--- config.mk ---
export PLATFORM = sky130hd
export DESIGN_NAME = base64_stream_codec
export DESIGN_NICKNAME = d
export VERILOG_FILES = /design/src/hw/rtl/b64c_pkg.sv /design/src/hw/rtl/b64c_front.sv /design/src/hw/rtl/b64c_queue.sv /design/src/hw/rtl/b64c_back.sv /design/src/hw/rtl/base64_stream_codec.sv
export SDC_FILE = /design/constraint.sdc
export NUM_CORES = 1
export LEC_CHECK = 0
export ABC_CLOCK_PERIOD_IN_PS = 6870
export BUFFER_PORTS_ARGS = -buffer_cell sky130_fd_sc_hd__buf_4
export CAP_MARGIN = 0
export CELL_PAD_IN_SITES_DETAIL_PLACEMENT = 2
export CELL_PAD_IN_SITES_GLOBAL_PLACEMENT = 2
export CORE_MARGIN = 8
export CORE_UTILIZATION = 45
export DETAILED_ROUTE_END_ITERATION = 16
export GPL_TIMING_DRIVEN = 0
export PLACE_DENSITY = 0.93
export SETUP_SLACK_MARGIN = 0.3
export SLEW_MARGIN = 0
export SYNTH_ARGS = -nofsm -noshare
export SYNTH_HDL_FRONTEND = slang
export SYNTH_HIERARCHICAL = 1
export SYNTH_SLANG_ARGS = --single-unit
--- constraint.sdc ---
create_clock -name clk -period 6.87 [get_ports clk]
set_input_delay 0.687 -clock clk [delete_from_list [all_inputs] [get_ports clk]]
set_output_delay 0.687 -clock clk [all_outputs]
set_load 0.03 [all_outputs]
--- src/hw/rtl/b64c_pkg.sv ---
package b64c_pkg;

  // depth of the job queue between front and back
  localparam int JOB_DEPTH = 2;

  localparam logic [7:0] CHAR_PAD      = 8'h3D;  // '='
  localparam logic [7:0] CHAR_PLUS     = 8'h2B;  // '+'
  localparam logic [7:0] CHAR_SLASH    = 8'h2F;  // '/'
  localparam logic [7:0] CHAR_UPPER_A  = 8'h41;  // 'A'
  localparam logic [7:0] CHAR_UPPER_Z  = 8'h5A;  // 'Z'
  localparam logic [7:0] CHAR_LOWER_A  = 8'h61;  // 'a'
  localparam logic [7:0] CHAR_LOWER_Z  = 8'h7A;  // 'z'
  localparam logic [7:0] CHAR_DIGIT_0  = 8'h30;  // '0'
  localparam logic [7:0] CHAR_DIGIT_9  = 8'h39;  // '9'
  localparam logic [7:0] LOWER_OFFSET  = 8'd71;  // 'a' - 26
  localparam logic [7:0] DIGIT_OFFSET  = 8'd4;   // 52 - '0'
  localparam logic [5:0] VAL_PLUS      = 6'd62;
  localparam logic [5:0] VAL_SLASH     = 6'd63;
  localparam logic [5:0] VAL_LOWER_LO  = 6'd26;
  localparam logic [5:0] VAL_DIGIT_LO  = 6'd52;

  // one accepted item's worth of results, up to four beats
  typedef struct packed {
    logic [3:0][7:0] bytes;
    logic [1:0]      cnt;       // number of beats minus one
    logic            has_data;  // low only for the empty end marker
    logic            last;
  } job_t;

  function automatic logic [7:0] b64_char(input logic [5:0] v);
    logic [7:0] c;
    if (v < VAL_LOWER_LO) begin
      c = 8'(v) + CHAR_UPPER_A;
    end else if (v < VAL_DIGIT_LO) begin
      c = 8'(v) + LOWER_OFFSET;
    end else if (v < VAL_PLUS) begin
      c = 8'(v) - DIGIT_OFFSET;
    end else if (v == VAL_PLUS) begin
      c = CHAR_PLUS;
    end else begin
      c = CHAR_SLASH;
    end
    return c;
  endfunction

  // anything outside the alphabet counts as zero
  function automatic logic [5:0] b64_value(input logic [7:0] c);
    logic [5:0] v;
    if (c inside {[CHAR_UPPER_A:CHAR_UPPER_Z]}) begin
      v = 6'(c - CHAR_UPPER_A);
    end else if (c inside {[CHAR_LOWER_A:CHAR_LOWER_Z]}) begin
      v = 6'(c - LOWER_OFFSET);
    end else if (c inside {[CHAR_DIGIT_0:CHAR_DIGIT_9]}) begin
      v = 6'(c + DIGIT_OFFSET);
    end else if (c == CHAR_PLUS) begin
      v = VAL_PLUS;
    end else if (c == CHAR_SLASH) begin
      v = VAL_SLASH;
    end else begin
      v = 6'd0;
    end
    return v;
  endfunction

endpackage

--- src/hw/rtl/b64c_front.sv ---
module b64c_front (
  input  logic             clk,
  input  logic             rst_n,
  input  logic             cfg_we,
  input  logic             cfg_data,
  input  logic             accept,
  input  logic [7:0]       in_byte,
  input  logic             in_last,
  output logic             job_valid,
  output b64c_pkg::job_t   job
);

  logic       mode_r, mode_nxt;
  logic [5:0] hold_r, hold_nxt;   // pending bits, low aligned, rest zero
  logic [1:0] cnt_r, cnt_nxt;     // pending bit count in pairs
  logic [2:0] n_res;
  logic [5:0] val;

  always_comb begin
    job      = '0;
    n_res    = 3'd0;
    hold_nxt = hold_r;
    cnt_nxt  = cnt_r;
    mode_nxt = mode_r;
    val      = b64c_pkg::b64_value(in_byte);
    job.has_data = 1'b1;
    job.last     = in_last;
    if (!mode_r) begin
      case (cnt_r)
        2'd0: begin
          job.bytes[0] = b64c_pkg::b64_char(in_byte[7:2]);
          n_res        = 3'd1;
          hold_nxt     = {4'b0, in_byte[1:0]};
          cnt_nxt      = 2'd1;
          if (in_last) begin
            job.bytes[1] = b64c_pkg::b64_char({in_byte[1:0], 4'b0});
            job.bytes[2] = b64c_pkg::CHAR_PAD;
            job.bytes[3] = b64c_pkg::CHAR_PAD;
            n_res        = 3'd4;
          end
        end
        2'd1: begin
          job.bytes[0] = b64c_pkg::b64_char({hold_r[1:0], in_byte[7:4]});
          n_res        = 3'd1;
          hold_nxt     = {2'b0, in_byte[3:0]};
          cnt_nxt      = 2'd2;
          if (in_last) begin
            job.bytes[1] = b64c_pkg::b64_char({in_byte[3:0], 2'b0});
            job.bytes[2] = b64c_pkg::CHAR_PAD;
            n_res        = 3'd3;
          end
        end
        default: begin
          job.bytes[0] = b64c_pkg::b64_char({hold_r[3:0], in_byte[7:6]});
          job.bytes[1] = b64c_pkg::b64_char(in_byte[5:0]);
          n_res        = 3'd2;
          hold_nxt     = 6'd0;
          cnt_nxt      = 2'd0;
        end
      endcase
    end else if (in_byte != b64c_pkg::CHAR_PAD) begin
      case (cnt_r)
        2'd0: begin
          hold_nxt = val;
          cnt_nxt  = 2'd3;
        end
        2'd1: begin
          job.bytes[0] = {hold_r[1:0], val};
          n_res        = 3'd1;
          hold_nxt     = 6'd0;
          cnt_nxt      = 2'd0;
        end
        2'd2: begin
          job.bytes[0] = {hold_r[3:0], val[5:2]};
          n_res        = 3'd1;
          hold_nxt     = {4'b0, val[1:0]};
          cnt_nxt      = 2'd1;
        end
        default: begin
          job.bytes[0] = {hold_r[5:0], val[5:4]};
          n_res        = 3'd1;
          hold_nxt     = {2'b0, val[3:0]};
          cnt_nxt      = 2'd2;
        end
      endcase
    end
    if (in_last) begin
      hold_nxt = 6'd0;
      cnt_nxt  = 2'd0;
      if (n_res == 3'd0) begin
        job.bytes    = '0;
        job.has_data = 1'b0;
        n_res        = 3'd1;
      end
    end
    job.cnt   = 2'(n_res - 3'd1);
    job_valid = accept && (n_res != 3'd0);
    if (!accept) begin
      hold_nxt = hold_r;
      cnt_nxt  = cnt_r;
    end
    if (cfg_we) begin
      mode_nxt = cfg_data;
      hold_nxt = 6'd0;
      cnt_nxt  = 2'd0;
    end
  end

  always_ff @(posedge clk) begin
    if (!rst_n) begin
      mode_r <= 1'b0;
      hold_r <= 6'd0;
      cnt_r  <= 2'd0;
    end else begin
      mode_r <= mode_nxt;
      hold_r <= hold_nxt;
      cnt_r  <= cnt_nxt;
    end
  end

  // a finished message leaves nothing pending
  a_last_clears: assert property (@(posedge clk) disable iff (!rst_n)
    accept && in_last |=> cnt_r == 2'd0 && hold_r == 6'd0)
    else $error("pending bits survive end of message");

  // encode never holds a six bit group
  a_enc_count: assert property (@(posedge clk) disable iff (!rst_n)
    !mode_r |-> cnt_r != 2'd3)
    else $error("encode pending count out of range");

endmodule

--- src/hw/rtl/b64c_queue.sv ---
module b64c_queue #(
  parameter int DEPTH = b64c_pkg::JOB_DEPTH
) (
  input  logic           clk,
  input  logic           rst_n,
  input  logic           push,
  input  b64c_pkg::job_t wdata,
  output logic           full,
  input  logic           pop,
  output b64c_pkg::job_t rdata,
  output logic           empty
);

  localparam int PTR_W = (DEPTH > 1) ? $clog2(DEPTH) : 1;
  localparam int CNT_W = $clog2(DEPTH + 1);

  b64c_pkg::job_t   mem [DEPTH];
  logic [PTR_W-1:0] wr_r, wr_nxt, rd_r, rd_nxt;
  logic [CNT_W-1:0] fill_r, fill_nxt;

  assign full  = fill_r == CNT_W'(DEPTH);
  assign empty = fill_r == '0;
  assign rdata = mem[rd_r];

  always_comb begin
    wr_nxt   = wr_r;
    rd_nxt   = rd_r;
    fill_nxt = fill_r;
    if (push) begin
      wr_nxt = (wr_r == PTR_W'(DEPTH - 1)) ? '0 : wr_r + 1'b1;
    end
    if (pop) begin
      rd_nxt = (rd_r == PTR_W'(DEPTH - 1)) ? '0 : rd_r + 1'b1;
    end
    if (push && !pop) begin
      fill_nxt = fill_r + 1'b1;
    end else if (pop && !push) begin
      fill_nxt = fill_r - 1'b1;
    end
  end

  always_ff @(posedge clk) begin
    if (!rst_n) begin
      wr_r   <= '0;
      rd_r   <= '0;
      fill_r <= '0;
    end else begin
      wr_r   <= wr_nxt;
      rd_r   <= rd_nxt;
      fill_r <= fill_nxt;
    end
  end

  always_ff @(posedge clk) begin
    if (push) begin
      mem[wr_r] <= wdata;
    end
  end

  a_no_overflow: assert property (@(posedge clk) disable iff (!rst_n)
    push |-> !full || pop)
    else $error("job queue overflow");

  a_no_underflow: assert property (@(posedge clk) disable iff (!rst_n)
    pop |-> !empty)
    else $error("job queue underflow");

endmodule

--- src/hw/rtl/b64c_back.sv ---
module b64c_back (
  input  logic           clk,
  input  logic           rst_n,
  input  logic           q_empty,
  input  b64c_pkg::job_t q_rdata,
  output logic           q_pop,
  output logic           empty,
  input  logic           pop,
  output logic [7:0]     out_byte,
  output logic           out_has_data,
  output logic           out_last
);

  b64c_pkg::job_t job_r;
  logic           busy_r, busy_nxt;
  logic [1:0]     idx_r, idx_nxt;
  logic           done, take;

  assign done = idx_r == job_r.cnt;
  assign take = pop && busy_r;
  assign q_pop = (!busy_r || (take && done)) && !q_empty;

  assign empty        = !busy_r;
  assign out_byte     = job_r.bytes[idx_r];
  assign out_has_data = job_r.has_data;
  assign out_last     = job_r.last && done;

  always_comb begin
    busy_nxt = busy_r;
    idx_nxt  = idx_r;
    if (q_pop) begin
      busy_nxt = 1'b1;
      idx_nxt  = 2'd0;
    end else if (take && done) begin
      busy_nxt = 1'b0;
    end else if (take) begin
      idx_nxt = idx_r + 2'd1;
    end
  end

  always_ff @(posedge clk) begin
    if (!rst_n) begin
      busy_r <= 1'b0;
      idx_r  <= 2'd0;
    end else begin
      busy_r <= busy_nxt;
      idx_r  <= idx_nxt;
    end
  end

  always_ff @(posedge clk) begin
    if (q_pop) begin
      job_r <= q_rdata;
    end
  end

  a_idx_bound: assert property (@(posedge clk) disable iff (!rst_n)
    busy_r |-> idx_r <= job_r.cnt)
    else $error("beat index past end of job");

  a_marker_alone: assert property (@(posedge clk) disable iff (!rst_n)
    busy_r && !job_r.has_data |-> job_r.cnt == 2'd0 && job_r.last)
    else $error("end marker not a single final beat");

endmodule

--- src/hw/rtl/base64_stream_codec.sv ---
// base64 stream codec, standard alphabet. one byte enters per beat on the
// push/full side; results leave one per beat on the empty/pop side. cfg_data
// selects encode (0) or decode (1); a cfg write also drops any part-finished
// message, so write it only between messages. encode turns three bytes into
// four characters and, on the byte marked in_last, flushes a short group with
// zero fill and '=' padding. decode skips '=', treats any other character
// outside the alphabet as zero, emits a byte per eight bits gathered and
// drops leftover bits at the end. a last byte that yields nothing gives one
// end-marker beat with out_has_data low and out_last high.
// timing: the front end takes a byte every cycle while the job queue has
// room. an accepted byte's job is written into the queue, then loaded into
// the back end's job register, before its first result appears. the result
// port gives one beat per cycle while pop is held, so it sets the sustained
// rate when encoding (four beats per three bytes, up to four beats on a final
// byte); decoding gives at most one beat per byte.
module base64_stream_codec #(
  parameter int JOB_DEPTH = b64c_pkg::JOB_DEPTH
) (
  input  logic       clk,
  input  logic       rst_n,
  // configuration
  input  logic       cfg_we,
  input  logic       cfg_data,
  // input beats
  input  logic       push,
  output logic       full,
  input  logic [7:0] in_byte,
  input  logic       in_last,
  // result beats
  output logic       empty,
  input  logic       pop,
  output logic [7:0] out_byte,
  output logic       out_has_data,
  output logic       out_last
);

  b64c_pkg::job_t job_in, job_out;
  logic           accept, job_valid, q_full, q_empty, q_pop;

  // full only reflects the job queue, so input stalls only once waiting results fill it
  assign full   = q_full;
  assign accept = push && !q_full;

  b64c_front u_front (
    .clk       (clk),
    .rst_n     (rst_n),
    .cfg_we    (cfg_we),
    .cfg_data  (cfg_data),
    .accept    (accept),
    .in_byte   (in_byte),
    .in_last   (in_last),
    .job_valid (job_valid),
    .job       (job_in)
  );

  // short queue of per-byte jobs decouples classification from beat output
  b64c_queue #(
    .DEPTH (JOB_DEPTH)
  ) u_queue (
    .clk   (clk),
    .rst_n (rst_n),
    .push  (job_valid),
    .wdata (job_in),
    .full  (q_full),
    .pop   (q_pop),
    .rdata (job_out),
    .empty (q_empty)
  );

  // back end walks each job one beat at a time
  b64c_back u_back (
    .clk          (clk),
    .rst_n        (rst_n),
    .q_empty      (q_empty),
    .q_rdata      (job_out),
    .q_pop        (q_pop),
    .empty        (empty),
    .pop          (pop),
    .out_byte     (out_byte),
    .out_has_data (out_has_data),
    .out_last     (out_last)
  );

endmodule
Word level (Yosys, flattened, before mapping)
Memories as Yosys holds them, arrays and structs flattened. A register that Yosys moved wholly into a read port is not among the register bits. Cells that the tools add are included.

Register bits: 16. Memory bits (writable): 72. Bits of input ports: 15. Logic and storage cells: 170. Memories: 1.

Add/subtract/negate cells: 27. Order comparisons: 25. Equal/unequal tests: 12. Mux-type cells: 68. Bitwise gates (word level): 2. Reductions and logical operators: 27.

Memories: u_queue.mem (depth 2, width 36, rd ports 1, clocked after Yosys merged registers in 1, write ports 1, line b64c_queue.sv:17) `b64c_pkg::job_t mem [DEPTH];`.

Operators with widths (number): $mux W8 (21); $add A6 B7 Y8 const B (12); $lt A6 B6 Y1 const B (12); $mux W6 (9); $mux W22 (2); $sub A6 B3 Y7 const B (6); $lt A6 B5 Y1 const B (6); $mux W32 (1); $pmux W16 S2 (1); $mux W30 (1); $mux W3 (9); $eq A6 B6 Y1 const B (4); $pmux W8 S3 (1); $pmux W6 S3 (1); $bmux W8 S2 (1); $eq A8 B6 Y1 const B (2); $ge A8 B7 Y1 const B (2); $le A8 B7 Y1 const B (2); $pmux W8 S2 (1); $mux W14 (1); $mux W2 (6); $logic_and A1 B1 Y1 (11); $mux W1 (9); $ge A8 B6 Y1 const B (1); other kinds (26) (39).

Logic depth before layout (Yosys ltp)
Depth in word-level cells: 13. Gate-level depth with buffers: 13. Gate-level depth less buffers: 12.

By module
Netlist, hierarchy kept.

By module, submodules not included: b64c_front (times used 1, cells an instance 516, area an instance 3333.2 um2, sequential area each 180.2 um2); b64c_queue (times used 1, cells an instance 134, area an instance 2825.2 um2, sequential area each 2262.2 um2); b64c_back (times used 1, cells an instance 70, area an instance 1515.2 um2, sequential area each 1141.1 um2); base64_stream_codec (times used 1, cells an instance 1, area an instance 13.8 um2, sequential area each 0.0 um2).

Worst setup path after synthesis
OpenSTA, ideal clock, no wires.

Path type: input-to-reg. From: in in_byte[1]. To: mem u_queue/mem[0][0] in the netlist's numbering (enable). Setup time: 435 ps. Arrival time: 3895 ps. Required time: 6435 ps. Path slack: 2540 ps. Stages: 10. Path buffers: 1. Path through: clkbuf_1 inv_1 ha_1 nand4_1 nand2_1 a31o_2 ha_1 o21ai_0 and2_1 nor2b_1.

Word-level cells in the longest chain between the ends: 10.

Ends and longest elaborated chain: start, declared (line base64_stream_codec.sv:27) `input logic [7:0] in_byte,`; $ne A8 B6 Y1 * (line b64c_front.sv:61) `end else if (in_byte != b64c_pkg::CHAR_PAD) begin`; $mux W3 * (line b64c_front.sv:61); $mux W3 * (line b64c_front.sv:28) `if (!mode_r) begin`; $logic_not A3 Y1 (line b64c_front.sv:90) `if (n_res == 3'd0) begin`; $mux W3 (line b64c_front.sv:90); $mux W3 * (line b64c_front.sv:87) `if (in_last) begin`; $reduce_bool A3 Y1 * (line b64c_front.sv:97) `job_valid = accept && (n_res != 3'd0);`; $logic_and A1 B1 Y1 * (line b64c_front.sv:97); net job_valid (line base64_stream_codec.sv:38) `logic accept, job_valid, q_full, q_empty, q_pop;`; $mux W1 * (line b64c_queue.sv:55) `if (push) begin`; $mux W1 (implied by the code) * (line b64c_queue.sv:56) `mem[wr_r] <= wdata;`; end, declared (line b64c_queue.sv:17).

The timed path passes the listed nets; every way through them passes the cells marked *.

==> metrics.md <==
| Metric | Value |
|---|---|
| Initial DRC count | 1154 |
| Average wire per standard cell | 36.8 um |
| Placer Congestion | 0.911 |
| Clock slew at reported path FFs | 0.06 ns |
| Total CTS buffers | 17 |
| Worst path required time | 6.98 ns |
| Core Rows | 47 |
| H-tree Lvls | 4 |
| Tightest Pin Transition | 1.22 ns |
| I/O pin count | 27 |
| Post-synth EDFFs | 108 |
| RSZ-0062 raised after global routing | no |
| Syn Std Cell Area | 7690 um2 |
| Overall via count from detail_route | 7441 |
| Wire length on met2 | 16600 um |
| Final wirelength | 37000 um |
| Fmax achieved | 180 MHz |
| All-layer global routing usage | 0.343 |
| CTS tree | done |
| Share of layout cells above drive strength 1 | 0.183 |
| Ys Warns | 6 |
| Vias in the first global route | 7678 |
| Cts repair resizes | 0 |
| Hold Buf Count CTS | 0 |
| Drt drc | 0 |
| Final setup vio count | 0 |
| Post-synthesis sequential area ratio | 0.466 |
| Hold slack | 0.467 ns |
| Leak | 3.11 nW |
| Max-cap violations | 0 |
| Largest area contributor in the synthesized netlist | edfxtp_1 |
| Clock root cell | clkbuf_16 |
| Cell area power density | 338 nW/um2 |
| Slew Viols, Final | 0 |
| Post-Synthesis Cells | 721 |
| WL met1 | 13600 um |
| Clk sinks | 125 |
| Postcts setup bufs | 0 |
| Main synth FF type | edfxtp_1 |
| Outcome | complete, no violations |
| Wire length of the first global-routing pass | 53900 um |
| Layout Skew | 0.0188 ns |
| Tmin final | 5.55 ns |
| Initial antenna violation count | 2 |
| Syn Area/Cell | 10.7 um2 |
| Top sig layer | met5 |
| Most common cell in the netlist | edfxtp_1 |
| Die Span X | 147 um |
| Top cells by area, synth | edfxtp_1, mux2_2, ha_1, dfxtp_1, a21oi_1 |
| Slew HR | 0.179 |
| Area growth from synthesis to layout | 14.3% |
| Worst skew pair latency | 0.43 ns |
| CTS max path bufs | 2 |
| Gr ovfl total | 0 |
| Die span in y | 147 um |
| PortBufs | 26 |
| Startpoint types | input pin |
| Met3 wire len | 3780 um |
| Worst ir drop on vdd | 244 uV |
| Crit-path max FO | 10 |
| Initial Util | 0.462 |
| HP Class | flip-flop to flip-flop |
| Synth top cells by count | edfxtp_1, nand2_1, nor2_1, a21oi_1, mux2_2 |
| Final Cycle Share | 0.808 |
| Largest net degree at the start of global routing | 37 |
| Setup CP Type | input pin to flip-flop |
| DR vias/cell | 7.39 |
| Nets | 818 |
| Async set-reset flop share out of synthesis | 0 |
| DRT Pass-1 Iters | 6 |
| Post-DP HPWL | 23900 um |
| Antenna viol nets, final | 0 |
| Critical path arrival | 5.66 ns |
| Count of cell types in the netlist | 83 |
| DIE AREA | 21500 um2 |
| Post-synthesis register bit count | 125 |
| Fin Setup TNS | 0 ns |
| Final Hold Viols | 0 |
| Worst Setup End Kind | flip-flop |
| Core area | 16600 um2 |
| Post-synth top area share | 0.422 |
-- kinds of logic after synthesis --
kind of cell	Yosys count	synth area share
other	1	0.000488
xor gates and xnor gates	19	0.0226
and+or+nand+nor	218	0.142
DFF	125	0.466
adders and majority gates	30	0.0488
buffers and inverters	87	0.0575
muxes	51	0.0884
AOI/OAI and AO/OA	190	0.174
-- flip-flops by register name, indices dropped and copies added (netlist names), named ones only --
| name | flops |
|---|---|
| u_back/idx_r | 2 |
| u_back/busy_r | 1 |
| u_back/job_r | 35 |
| u_front/hold_r | 6 |
| u_queue/fill_r | 2 |
| u_queue/rd_r | 1 |
| u_back/out_has_data | 1 |
| u_queue/mem | 72 |
| u_front/cnt_r | 2 |
| u_front/mode_r | 1 |
| u_queue/wr_r | 1 |
-- worst max-delay path, cell delays in order --
cell	delay, ns
buf_4	0.14
clkbuf_1	0.52
inv_1	0.33
ha_1	0.38
a2111oi_0	0.66
nor3_1	0.25
o22ai_1	0.70
nor3_1	0.15
a211oi_1	0.79
a221oi_1	0.31
o21ai_0	0.73
-- per-stage QoR --
stage	utilization	setup slack [ns]	cells	total power, W	area, um2
final	0.528	1.32	1007	0.00297	8790
after global routing	0.528	1.31	1005	0.00304	8780
after CTS	0.528	1.81	1005	0.00295	8780
after detailed placement	0.495	1.73	974	0.00203	8230
after global placement	0.491	0.803	972	0.00188	8180
after floorplan	-	2.54	726	0.00166	7710
-- final timing paths --
check	from	to	slack (ns)	cells past startpoint
worst max-delay path	in_byte[2]	u_queue/mem[1][4]	1.32	11
worst min-delay path	u_front/hold_r[4]	u_front/hold_r[4]	0.47	2
worst max register to register	u_front/cnt_r[0]	u_queue/mem[1][9]	2.52	10
worst min register to register	u_front/hold_r[4]	u_front/hold_r[4]	0.47	2
-- where the power goes --
part           leakage (nW)  internal, W  total (W)  switching (W)
sequential             1.15      0.00106    0.00117       0.000107
clock                 0.250     0.000494   0.000866       0.000373
combinational          1.71     0.000337   0.000935       0.000598
total                  3.11      0.00189    0.00297        0.00108
-- cell usage in the layout (no fill, tap or decap), drive strengths merged, types with 6 or more instances in the layout --
cell type	n
edfxtp	108
buf	60
nand2	53
nor2	46
clkbuf	45
a21oi	41
mux2	40
o21ai	36
ha	30
nand3	27
inv	26
nor3	20
dfxtp	17
xnor2	15
a31oi	14
and3	13
nor2b	10
and2	10
nand2b	9
a211oi	9
clkinv	9
o22ai	8
nand4	8
mux4	8
a221oi	7
a311oi	7
o31ai	6
conb	6
o211ai	6
-- metal layers --
metal,GRT usage,up-vias
met5,0,-
met2,0.538,652
met1,0.402,3695
li1,-,2864
met4,0.236,2
met3,0.0974,228
-- layout make-up --
type | instances | area, um2
Clock buffer | 17 | 425
Multi-Input combinational cell | 514 | 3700
Sequential cell | 125 | 3580
Inverter | 27 | 101
Antenna cell | 2 | 5.00
Fill cell | 1657 | 7860
Buffer | 60 | 340
Tap cell | 220 | 275
Timing Repair Buffer | 28 | 235
Clock inverter | 14 | 123
No activity file was read; power rests on OpenSTA's default activity.
